--- config.mk ---
export PLATFORM = sky130hd
export DESIGN_NAME = calendar_time_set_editor_core
export DESIGN_NICKNAME = d
export VERILOG_FILES = /design/src/hw/rtl/ctse_pkg.sv /design/src/hw/rtl/ctse_edit.sv /design/src/hw/rtl/calendar_time_set_editor_core.sv
export SDC_FILE = /design/constraint.sdc
export NUM_CORES = 1
export LEC_CHECK = 0
export BUFFER_PORTS_ARGS = -buffer_cell sky130_fd_sc_hd__buf_2
export CAP_MARGIN = 20
export CORE_MARGIN = 8
export CORE_UTILIZATION = 38
export DETAILED_ROUTE_END_ITERATION = 16
export GPL_TIMING_DRIVEN = 0
export PLACE_DENSITY_LB_ADDON = 0.05
export SYNTH_ARGS = -nofsm -noshare
export SYNTH_HDL_FRONTEND = slang
export SYNTH_SLANG_ARGS = --single-unit
--- constraint.sdc ---
create_clock -name clk -period 11.6 [get_ports clk]
set_input_delay 1.16 -clock clk [delete_from_list [all_inputs] [get_ports clk]]
set_output_delay 1.16 -clock clk [all_outputs]
set_load 0.01 [all_outputs]
--- src/hw/rtl/ctse_pkg.sv ---
// Shared types, codes and helpers for the calendar time set editor.
package ctse_pkg;

  localparam int NumFields   = 7;
  localparam int FieldW      = 7;
  localparam int SelW        = 3;
  localparam int PeriodW     = 16;
  localparam int InDataW     = 40;
  localparam int OutDataW    = 56;

  localparam logic [PeriodW-1:0] BlinkPeriodRst = 16'd500;

  localparam logic [SelW-1:0] FldYear    = 3'd0;
  localparam logic [SelW-1:0] FldMonth   = 3'd1;
  localparam logic [SelW-1:0] FldDay     = 3'd2;
  localparam logic [SelW-1:0] FldHour    = 3'd3;
  localparam logic [SelW-1:0] FldMinute  = 3'd4;
  localparam logic [SelW-1:0] FldSecond  = 3'd5;
  localparam logic [SelW-1:0] FldWeekday = 3'd6;

  typedef enum logic [2:0] {
    ACT_TICK   = 3'd0,
    ACT_MODE   = 3'd1,
    ACT_SELECT = 3'd2,
    ACT_UP     = 3'd3,
    ACT_DOWN   = 3'd4,
    ACT_LOAD   = 3'd5
  } action_t;

  // index 0 year through 6 weekday
  typedef logic [NumFields-1:0][FieldW-1:0] fields_t;

  // working value of a field during an edit: 7 bits plus carry and sign
  typedef logic signed [FieldW+1:0] wfield_t;

  // days in month, 0 when the month is out of range
  function automatic logic [4:0] day_limit(input wfield_t month, input logic [1:0] year_lo);
    logic [4:0] lim;
    lim = 5'd0;
    if (month == 9'sd1 || month == 9'sd3 || month == 9'sd5 || month == 9'sd7 ||
        month == 9'sd8 || month == 9'sd10 || month == 9'sd12) begin
      lim = 5'd31;
    end else if (month == 9'sd4 || month == 9'sd6 || month == 9'sd9 || month == 9'sd11) begin
      lim = 5'd30;
    end else if (month == 9'sd2) begin
      lim = (year_lo == 2'd0) ? 5'd29 : 5'd28;
    end
    return lim;
  endfunction

endpackage

--- src/hw/rtl/ctse_edit.sv ---
// Up/down edit of the selected field with per-field wrap checks.
module ctse_edit (
  input  ctse_pkg::fields_t         fields_i,
  input  logic [ctse_pkg::SelW-1:0] sel_i,
  input  logic                      down_i,
  output ctse_pkg::fields_t         fields_o
);
  import ctse_pkg::*;

  wfield_t    f [NumFields];
  logic [4:0] lim;
  wfield_t    lim_w;

  always_comb begin
    for (int i = 0; i < NumFields; i++) begin
      f[i] = wfield_t'({2'b00, fields_i[i]});
    end
    if (down_i) begin
      f[sel_i] = f[sel_i] - 9'sd1;
    end else begin
      f[sel_i] = f[sel_i] + 9'sd1;
    end

    lim   = 5'd0;
    lim_w = '0;
    if (!down_i) begin
      if (f[FldYear] > 9'sd99) f[FldYear] = 9'sd0;
      if (f[FldMonth] > 9'sd12) f[FldMonth] = 9'sd1;
      lim   = day_limit(f[FldMonth], f[FldYear][1:0]);
      lim_w = wfield_t'({4'b0000, lim});
      if (lim != 5'd0 && f[FldDay] > lim_w) f[FldDay] = 9'sd1;
      if (f[FldHour] > 9'sd23) f[FldHour] = 9'sd0;
      if (f[FldMinute] > 9'sd59) f[FldMinute] = 9'sd0;
      if (f[FldSecond] > 9'sd59) f[FldSecond] = 9'sd0;
      if (f[FldWeekday] > 9'sd7) f[FldWeekday] = 9'sd1;
    end else begin
      if (f[FldYear] < 9'sd0) f[FldYear] = 9'sd99;
      if (f[FldMonth] < 9'sd1) f[FldMonth] = 9'sd12;
      lim   = day_limit(f[FldMonth], f[FldYear][1:0]);
      lim_w = wfield_t'({4'b0000, lim});
      if (lim != 5'd0) begin
        if (f[FldDay] < 9'sd1) begin
          f[FldDay] = lim_w;
        end else if (f[FldDay] > lim_w) begin
          f[FldDay] = 9'sd1;
        end
      end
      if (f[FldHour] < 9'sd0) f[FldHour] = 9'sd23;
      if (f[FldMinute] < 9'sd0) f[FldMinute] = 9'sd59;
      if (f[FldSecond] < 9'sd0) f[FldSecond] = 9'sd59;
      if (f[FldWeekday] < 9'sd1) f[FldWeekday] = 9'sd7;
    end

    for (int i = 0; i < NumFields; i++) begin
      fields_o[i] = f[i][FieldW-1:0];
    end
  end

endmodule

--- src/hw/rtl/calendar_time_set_editor_core.sv ---
// Top level of the calendar time set editor.
//
// Input beats: in_tuser carries the action (tick, mode, select, up, down,
// load); in_tdata carries the time read from the clock chip, used by load.
// Every accepted beat yields exactly one output beat showing the mode,
// selector, blink flag, all seven fields and the write-to-chip pulse as
// they stand after that beat.
// Output: the result is registered and appears in the cycle after acceptance.
// Throughput: one beat per cycle unless stalled; state and result register
// update in the same edge, so the next beat sees the new state with no bubble.
// Stall: the single output register holds its beat; in_tready drops only
// while that beat is waiting and out_tready is low.
// cfg_data sets the blink period in ticks; cfg_ready is always high.
// Reset: fields, mode, selector, blink flag and tick count clear, blink
// period returns to 500, no output beat pending.
module calendar_time_set_editor_core (
  input  logic                              clk,
  input  logic                              rst_n,

  input  logic                              in_tvalid,
  output logic                              in_tready,
  // load_year[6:0], load_month[10:7], load_day[15:11], load_hour[20:16],
  // load_minute[26:21], load_second[32:27], load_weekday[35:33], zero pad
  input  logic [ctse_pkg::InDataW-1:0]      in_tdata,
  // action[2:0]
  input  logic [2:0]                        in_tuser,

  output logic                              out_tvalid,
  input  logic                              out_tready,
  // set_mode[0], selected_field[3:1], blink_on[4], year[11:5], month[18:12],
  // day[25:19], hour[32:26], minute[39:33], second[46:40], weekday[53:47],
  // write_to_chip[54], zero pad[55]
  output logic [ctse_pkg::OutDataW-1:0]     out_tdata,

  input  logic                              cfg_valid,
  output logic                              cfg_ready,
  input  logic [ctse_pkg::PeriodW-1:0]      cfg_data
);
  import ctse_pkg::*;

  logic [PeriodW-1:0]  period_r;
  fields_t             fields_r, fields_nxt;
  logic                mode_r, mode_nxt;
  logic [SelW-1:0]     sel_r, sel_nxt;
  logic                blink_r, blink_nxt;
  logic [PeriodW-1:0]  tick_r, tick_nxt;
  logic                write_nxt;
  logic                out_valid_r;
  logic [OutDataW-1:0] out_data_r;

  fields_t             edited;
  fields_t             loaded;
  logic [PeriodW:0]    tick_inc;
  logic                accept;
  action_t             act;

  assign cfg_ready = 1'b1;
  assign in_tready = !out_valid_r || out_tready;
  assign accept    = in_tvalid && in_tready;
  assign act       = action_t'(in_tuser);

  assign out_tvalid = out_valid_r;
  assign out_tdata  = out_data_r;

  assign loaded[FldYear]    = in_tdata[6:0];
  assign loaded[FldMonth]   = {3'b000, in_tdata[10:7]};
  assign loaded[FldDay]     = {2'b00, in_tdata[15:11]};
  assign loaded[FldHour]    = {2'b00, in_tdata[20:16]};
  assign loaded[FldMinute]  = {1'b0, in_tdata[26:21]};
  assign loaded[FldSecond]  = {1'b0, in_tdata[32:27]};
  assign loaded[FldWeekday] = {4'b0000, in_tdata[35:33]};

  ctse_edit u_edit (
    .fields_i (fields_r),
    .sel_i    (sel_r),
    .down_i   (act == ACT_DOWN),
    .fields_o (edited)
  );

  assign tick_inc = {1'b0, tick_r} + 17'd1;

  always_comb begin
    fields_nxt = fields_r;
    mode_nxt   = mode_r;
    sel_nxt    = sel_r;
    blink_nxt  = blink_r;
    tick_nxt   = tick_r;
    write_nxt  = 1'b0;
    case (act)
      ACT_TICK: begin
        if (tick_inc >= {1'b0, period_r}) begin
          blink_nxt = !blink_r;
          tick_nxt  = '0;
        end else begin
          tick_nxt = tick_inc[PeriodW-1:0];
        end
      end
      ACT_MODE: begin
        if (!mode_r) begin
          mode_nxt = 1'b1;
          sel_nxt  = FldYear;
        end else begin
          mode_nxt  = 1'b0;
          write_nxt = 1'b1;
        end
      end
      ACT_SELECT: begin
        if (mode_r) sel_nxt = (sel_r == FldWeekday) ? FldYear : sel_r + 3'd1;
      end
      ACT_UP, ACT_DOWN: begin
        if (mode_r) fields_nxt = edited;
      end
      ACT_LOAD: begin
        if (!mode_r) fields_nxt = loaded;
      end
      default: ;
    endcase
  end

  always_ff @(posedge clk) begin
    if (!rst_n) begin
      period_r    <= BlinkPeriodRst;
      fields_r    <= '0;
      mode_r      <= 1'b0;
      sel_r       <= '0;
      blink_r     <= 1'b0;
      tick_r      <= '0;
      out_valid_r <= 1'b0;
    end else begin
      if (cfg_valid) period_r <= cfg_data;
      if (accept) begin
        fields_r    <= fields_nxt;
        mode_r      <= mode_nxt;
        sel_r       <= sel_nxt;
        blink_r     <= blink_nxt;
        tick_r      <= tick_nxt;
        out_valid_r <= 1'b1;
      end else if (out_tready) begin
        out_valid_r <= 1'b0;
      end
    end
  end

  always_ff @(posedge clk) begin
    if (accept) begin
      out_data_r <= {1'b0, write_nxt,
                     fields_nxt[FldWeekday], fields_nxt[FldSecond],
                     fields_nxt[FldMinute], fields_nxt[FldHour],
                     fields_nxt[FldDay], fields_nxt[FldMonth],
                     fields_nxt[FldYear], blink_nxt, sel_nxt, mode_nxt};
    end
  end

endmodule
==> results.sh, run 1 <==
export IMPL_io_pins=123
export IMPL_cts_tree="done"
export IMPL_start_kind="flip-flop"
export IMPL_post_dp_cell_area_um2=10600
export IMPL_yosys_cell_types_count=95
export IMPL_rows=58
export IMPL_core_um2=25000
export IMPL_grt_usage=0.260
export IMPL_clockBufferDepth=2
export IMPL_cp_required_ns=11.97
export IMPL_power_density_nw_per_um2=135
export IMPL_finalHoldViolCount=0
export IMPL_route_detailed_drc=0
export IMPL_antenna_found_initial=1
export IMPL_post_dp_hpwl_um=31200
export IMPL_yosysSeqAreaShare=0.353
export IMPL_synth_top_area_share=0.181
export IMPL_p_leak_nw=4.56
export IMPL_synth_edf_count=55
export IMPL_clk_pin_slew_ns=0.07
export IMPL_worst_slew_pin_slew_ns=1.05
export IMPL_yosysWarnings=0
export IMPL_drt_initial_drc_count=940
export IMPL_fin_area_um2=11300
export IMPL_setup_viol=0
export IMPL_port_buffers=111
export IMPL_start_util=0.384
export IMPL_tns_ns=0
export IMPL_cts_buffers=17
export IMPL_ys_ff_latch=142
export IMPL_vias_per_cell=5.99
export IMPL_path_class="flip-flop to flip-flop"
export IMPL_netlist_area_um2=9620
export IMPL_ctsHoldBuffers=0
export IMPL_overflow=0
export IMPL_cts_resized=0
export IMPL_wl_per_cell_um=24.8
export IMPL_die_y_um=175
export IMPL_cts_max_level=4
export IMPL_peakVddDrop_v=0.0000898
export IMPL_yosys_area_top_type="dfxtp_1"
export IMPL_endpoint_kind="flip-flop"
export IMPL_cp_arrival_ns=7.90
export IMPL_grt_max_degree=42
export IMPL_max_cap_violations=0
export IMPL_place_congestion=0.988
export IMPL_ys_flop_type="dfxtp_1"
export IMPL_cts_root_buf="clkbuf_16"
export IMPL_grt_pass1_vias=9351
export IMPL_cts_setup_buffers=0
export IMPL_period_share=0.649
export IMPL_routed_via_count=9756
export IMPL_critical_path_slowest_cell="or4_1"
export IMPL_ff_latch_area_um2=3390
export IMPL_status="finished clean"
export IMPL_multiInputGateArea_um2=5730
export IMPL_crit_fanout=10
export IMPL_syn_num_nets=1247
export IMPL_grt_pass1_wl_um=60700
export IMPL_crit_buf_inv=5
export IMPL_drt_total_wl_um=40400
export IMPL_drive_gt1_frac=0.163
export IMPL_drt_pass1_iterations=6
export IMPL_period_needed_ns=7.53
export IMPL_cp_top_family="compound AO/OA/AOI/OAI gates"
export IMPL_diodes=0
export IMPL_clk_latency_ns=0.43
export IMPL_fmax_mhz=133
export IMPL_fillers=2586
export IMPL_dieArea_um2=30700
export IMPL_ys_async_sr_fraction=0
export IMPL_yosysMostFrequentCell="nand2_1"
export IMPL_finClkSkew_ns=0.0153
export IMPL_layout_nets=1380
export IMPL_die_x_um=175
export IMPL_cts_sinks=142
export IMPL_hold_slack_ns=0.486
export IMPL_relSlewSlack=0.296
export IMPL_yosys_top_cells_count="nand2_1, o21ai_0, dfxtp_1, nor2_1, a21oi_1"
export IMPL_maxSlewViolCount=0
export IMPL_antenna_left=0
export IMPL_area_delta_synth_final_pct=17.2
export IMPL_max_stage_delay_ns=0.55
export IMPL_avgSynthCellArea_um2=8.35
export IMPL_hp_class="flip-flop to flip-flop"
export IMPL_netlist_instances=1152
export IMPL_rsz0062_at_grt="no"
export IMPL_synth_area_leaders="dfxtp_1, edfxtp_1, nand2_1"
[routing by layer]
metal  share of wire  global-route usage
met4           0.038               0.102
met1            0.45               0.352
met3           0.066              0.0453
met5         0.00032                   0
met2            0.45               0.404
[state kept, by name (all words and copies together) (netlist names)]
| register | cells |
|---|---|
| tick_r | 16 |
| mode_r | 1 |
| out_tdata | 55 |
| fields_r | 49 |
| out_tvalid | 1 |
| sel_r | 3 |
| blink_r | 1 |
| period_r | 16 |
[worst register-to-register path, delay by kind of cell (launching register included)]
kind	cells	cell delay (ns)
buffers and inverters	5	1.38
adders and majority gates	3	0.91
DFF	1	0.32
and+or+nand+nor	8	1.72
muxes	2	0.78
AOI/OAI and AO/OA	10	2.01
xor gates and xnor gates	1	0.38
[placed cells by master, fill, tap and decap left out, types with 13 or more instances in the layout]
master       n
a21boi_0    34
a21o_1      16
a21oi_1     70
a22oi_1     17
a31oi_1     16
and2_1      18
buf_2      118
clkbuf_1    61
clkbuf_16   17
dfxtp_1     87
edfxtp_1    55
ha_1        31
inv_1       35
mux2i_1     28
nand2_1    124
nand2b_1    21
nand3_1     39
nand4_1     13
nor2_1      86
nor2b_1     24
nor3_1      28
o21a_1      17
o21ai_0     92
o21ba_2     13
xnor2_1     15
[power by group]
part / internal (mW) / leakage (nW) / switching, mW / total [mW]
sequential: 0.549 / 1.27 / 0.0225 / 0.571
clock: 0.384 / 0.312 / 0.241 / 0.625
combinational: 0.113 / 2.98 / 0.216 / 0.329
[per-stage QoR]
step                 util  setup slack (ns)  total power [mW]  instances
floorplan               -              5.38             0.777       1152
global placement    0.423              3.82             0.903       1593
detailed placement  0.425              3.91             0.904       1596
CTS                 0.450              4.12              1.53       1628
global route        0.450              3.59              1.58       1628
finish              0.450              4.07              1.53       1628
[cell families after synthesis]
group | after synthesis | share of synthesized area
compound gates | 388 | 0.277
xor+xnor | 21 | 0.0199
fa+ha+maj | 31 | 0.0403
buf+inv | 115 | 0.0516
flops | 142 | 0.353
mux | 34 | 0.0381
other cells | 2 | 0.000780
simple gates | 419 | 0.219
[area by class of cell]
class                      instances  share of cell area
multi-input combinational        895               0.508
sequential                       142               0.301
timing repair buffer             114              0.0524
clock buffer                      19              0.0384
tap                              330              0.0366
buffer                            78              0.0321
clock inverter                    13              0.0188
inverter                          37              0.0123
[worst paths after layout]
check                                  from           end  slack, ns  cells after the start
worst max-delay path               sel_r[1]  fields_r[20]       4.07                     29
worst min-delay path            period_r[6]   period_r[6]       0.49                      2
worst max register to register     sel_r[1]  fields_r[20]       4.07                     29
worst min register to register  period_r[6]   period_r[6]       0.49                      2
Power figures use the tool's default switching activity.
==> inputs of run 2 (changes only) <==
- clock period: 11.6 -> 6.2 ns (I/O delays scaled with it)
==> run 2 against run 1 <==
Against the previous run: sequential cell count is the same; sequential power grew 87%; register-to-register slack lost 3.9 ns; wire length grew 1.6%; via count grew 2.2%; final area grew 4.9%; combinational power grew 110%; clock power grew 87%.
==> results.sh, run 2 (same netlist as run 1, synthesis figures left out) <==
export IMPL_overflow=0
export IMPL_drt_total_wl_um=41100
export IMPL_place_ws_ns=-1.24
export IMPL_routed_via_count=9966
export IMPL_clk_latency_ns=0.43
export IMPL_worst_slew_pin_slew_ns=1.10
export IMPL_grt_usage=0.262
export IMPL_maxSlewViolCount=0
export IMPL_period_needed_ns=6.00
export IMPL_holdCritStartpoint="cfg_data[6]"
export IMPL_tns_ns=0
export IMPL_cp_required_ns=6.57
export IMPL_status="finished clean"
export IMPL_clockBufferDepth=2
export IMPL_design_power_total_mw=2.94
export IMPL_critical_path_slowest_cell="or4_4"
export IMPL_dieArea_um2=30700
export IMPL_cts_tree="done"
export IMPL_start_util=0.384
export IMPL_die_y_um=175
export IMPL_place_congestion=0.988
export IMPL_largest_reg_flops=55
export IMPL_endpoint_kind="flip-flop"
export IMPL_finClkSkew_ns=0.0130
export IMPL_wl_per_cell_um=24.8
export IMPL_clk_pin_slew_ns=0.07
export IMPL_route_detailed_drc=0
export IMPL_max_stage_delay_ns=0.52
export IMPL_rows=58
export IMPL_cts_sinks=142
export IMPL_path_class="flip-flop to flip-flop"
export IMPL_fmax_mhz=167
export IMPL_start_kind="flip-flop"
export IMPL_peakVddDrop_v=0.000170
export IMPL_power_density_nw_per_um2=249
export IMPL_post_dp_cell_area_um2=10600
export IMPL_vias_per_cell=6.02
export IMPL_sw_frac_of_total=0.318
export IMPL_ctsHoldBuffers=0
export IMPL_area_delta_synth_final_pct=22.9
export IMPL_finalHoldViolCount=0
export IMPL_antenna_found_initial=1
export IMPL_crit_fanout=7
export IMPL_crit_top_cell="ha_4"
export IMPL_drt_pass1_iterations=5
export IMPL_r2r_start="sel_r[1]"
export IMPL_p_switching_mw=0.936
export IMPL_grt_pass1_wl_um=61300
export IMPL_p_clk_frac=0.398
export IMPL_grt_max_degree=42
export IMPL_die_x_um=175
export IMPL_final_common_cell="nand2_1"
export IMPL_relSlewSlack=0.263
export IMPL_hp_class="input pin to flip-flop"
export IMPL_max_cap_violations=0
export IMPL_period_share=0.968
export IMPL_grt_pass1_vias=9535
export IMPL_cts_buffers=17
export IMPL_fin_area_um2=11800
export IMPL_startpoint="sel_r[1]"
export IMPL_final_cell_mix="nand2_1, buf_2, o21ai_0, dfxtp_1, nor2_1"
export IMPL_core_um2=25000
export IMPL_cts_root_buf="clkbuf_16"
export IMPL_setup_viol=0
export IMPL_antenna_left=0
export IMPL_layout_nets=1406
export IMPL_cts_max_level=4
export IMPL_fin_ws_ns=0.199
export IMPL_drive_gt1_frac=0.205
export IMPL_internal_power_mw=2.00
export IMPL_combPwrFrac=0.238
export IMPL_post_dp_hpwl_um=31200
export IMPL_seq_power_share=0.364
export IMPL_port_buffers=111
export IMPL_p_leak_nw=4.76
export IMPL_io_pins=123
export IMPL_cp_arrival_ns=6.37
export IMPL_drt_initial_drc_count=955
run 2: path summary, 6_finish.rpt:
| check | end | slack [ns] | cells past startpoint |
|---|---|---|---|
| max reg2reg | fields_r[20] | 0.20 | 30 |
| min reg2reg | period_r[6] | 0.49 | 2 |
| min | period_r[6] | 0.41 | 3 |
| max | fields_r[20] | 0.20 | 30 |
run 2: worst max-delay path, delay by kind of cell, from the launching register on:
kind                       cells  cell delay [ns]
and+or+nand+nor               10             2.21
AOI/OAI and AO/OA             11             1.99
adders and majority gates      3             0.65
buffers and inverters          5             0.61
DFF                            1             0.31
xor gates and xnor gates       1             0.16
run 2: layer usage:
| metal | share of wire | global-route usage | up-vias | routed length (µm) |
|---|---|---|---|---|
| met1 | 0.44 | 0.352 | 4842 | 18100 |
| li1 | - | - | 4568 | - |
| met5 | 0.00027 | 0 | - | 11 |
| met3 | 0.072 | 0.0488 | 103 | 2960 |
| met2 | 0.44 | 0.406 | 451 | 18300 |
| met4 | 0.042 | 0.112 | 2 | 1710 |
run 2: layout make-up:
type / instances / area (µm²)
clock inverter: 13 / 211
multi-input combinational: 895 / 6030
buffer: 77 / 388
fill: 2541 / 13200
inverter: 37 / 141
tap: 330 / 413
antenna: 1 / 2.50
clock buffer: 19 / 433
timing repair buffer: 141 / 811
sequential: 142 / 3390
run 2: power groups by stage:
stage / Sequential (mW) / Clock, mW / Combinational, mW
2_1_floorplan: 1.09 / 0 / 0.368
3_3_place_gp: 1.09 / 0 / 0.600
3_5_place_dp: 1.09 / 0 / 0.603
4_1_cts: 1.07 / 1.19 / 0.653
5_1_grt: 1.07 / 1.22 / 0.748
6_report: 1.07 / 1.17 / 0.699
run 2: timing repair:
item                                   CTS  global route
buffers inserted                        15            11
setup endpoints to repair               14            14
pin swaps                               12            17
endpoints found under the hold margin    0             0
resized for setup                       36            33
cloned                                   0             1
run 2: stage by stage:
stage | hold WS (ns) | utilization | cells
6_report | 0.406 | 0.472 | 1655
5_1_grt | 0.398 | 0.472 | 1654
4_1_cts | 0.397 | 0.462 | 1642
3_5_place_dp | 0.484 | 0.425 | 1596
3_3_place_gp | 0.479 | 0.423 | 1593
2_1_floorplan | 0.453 | - | 1152
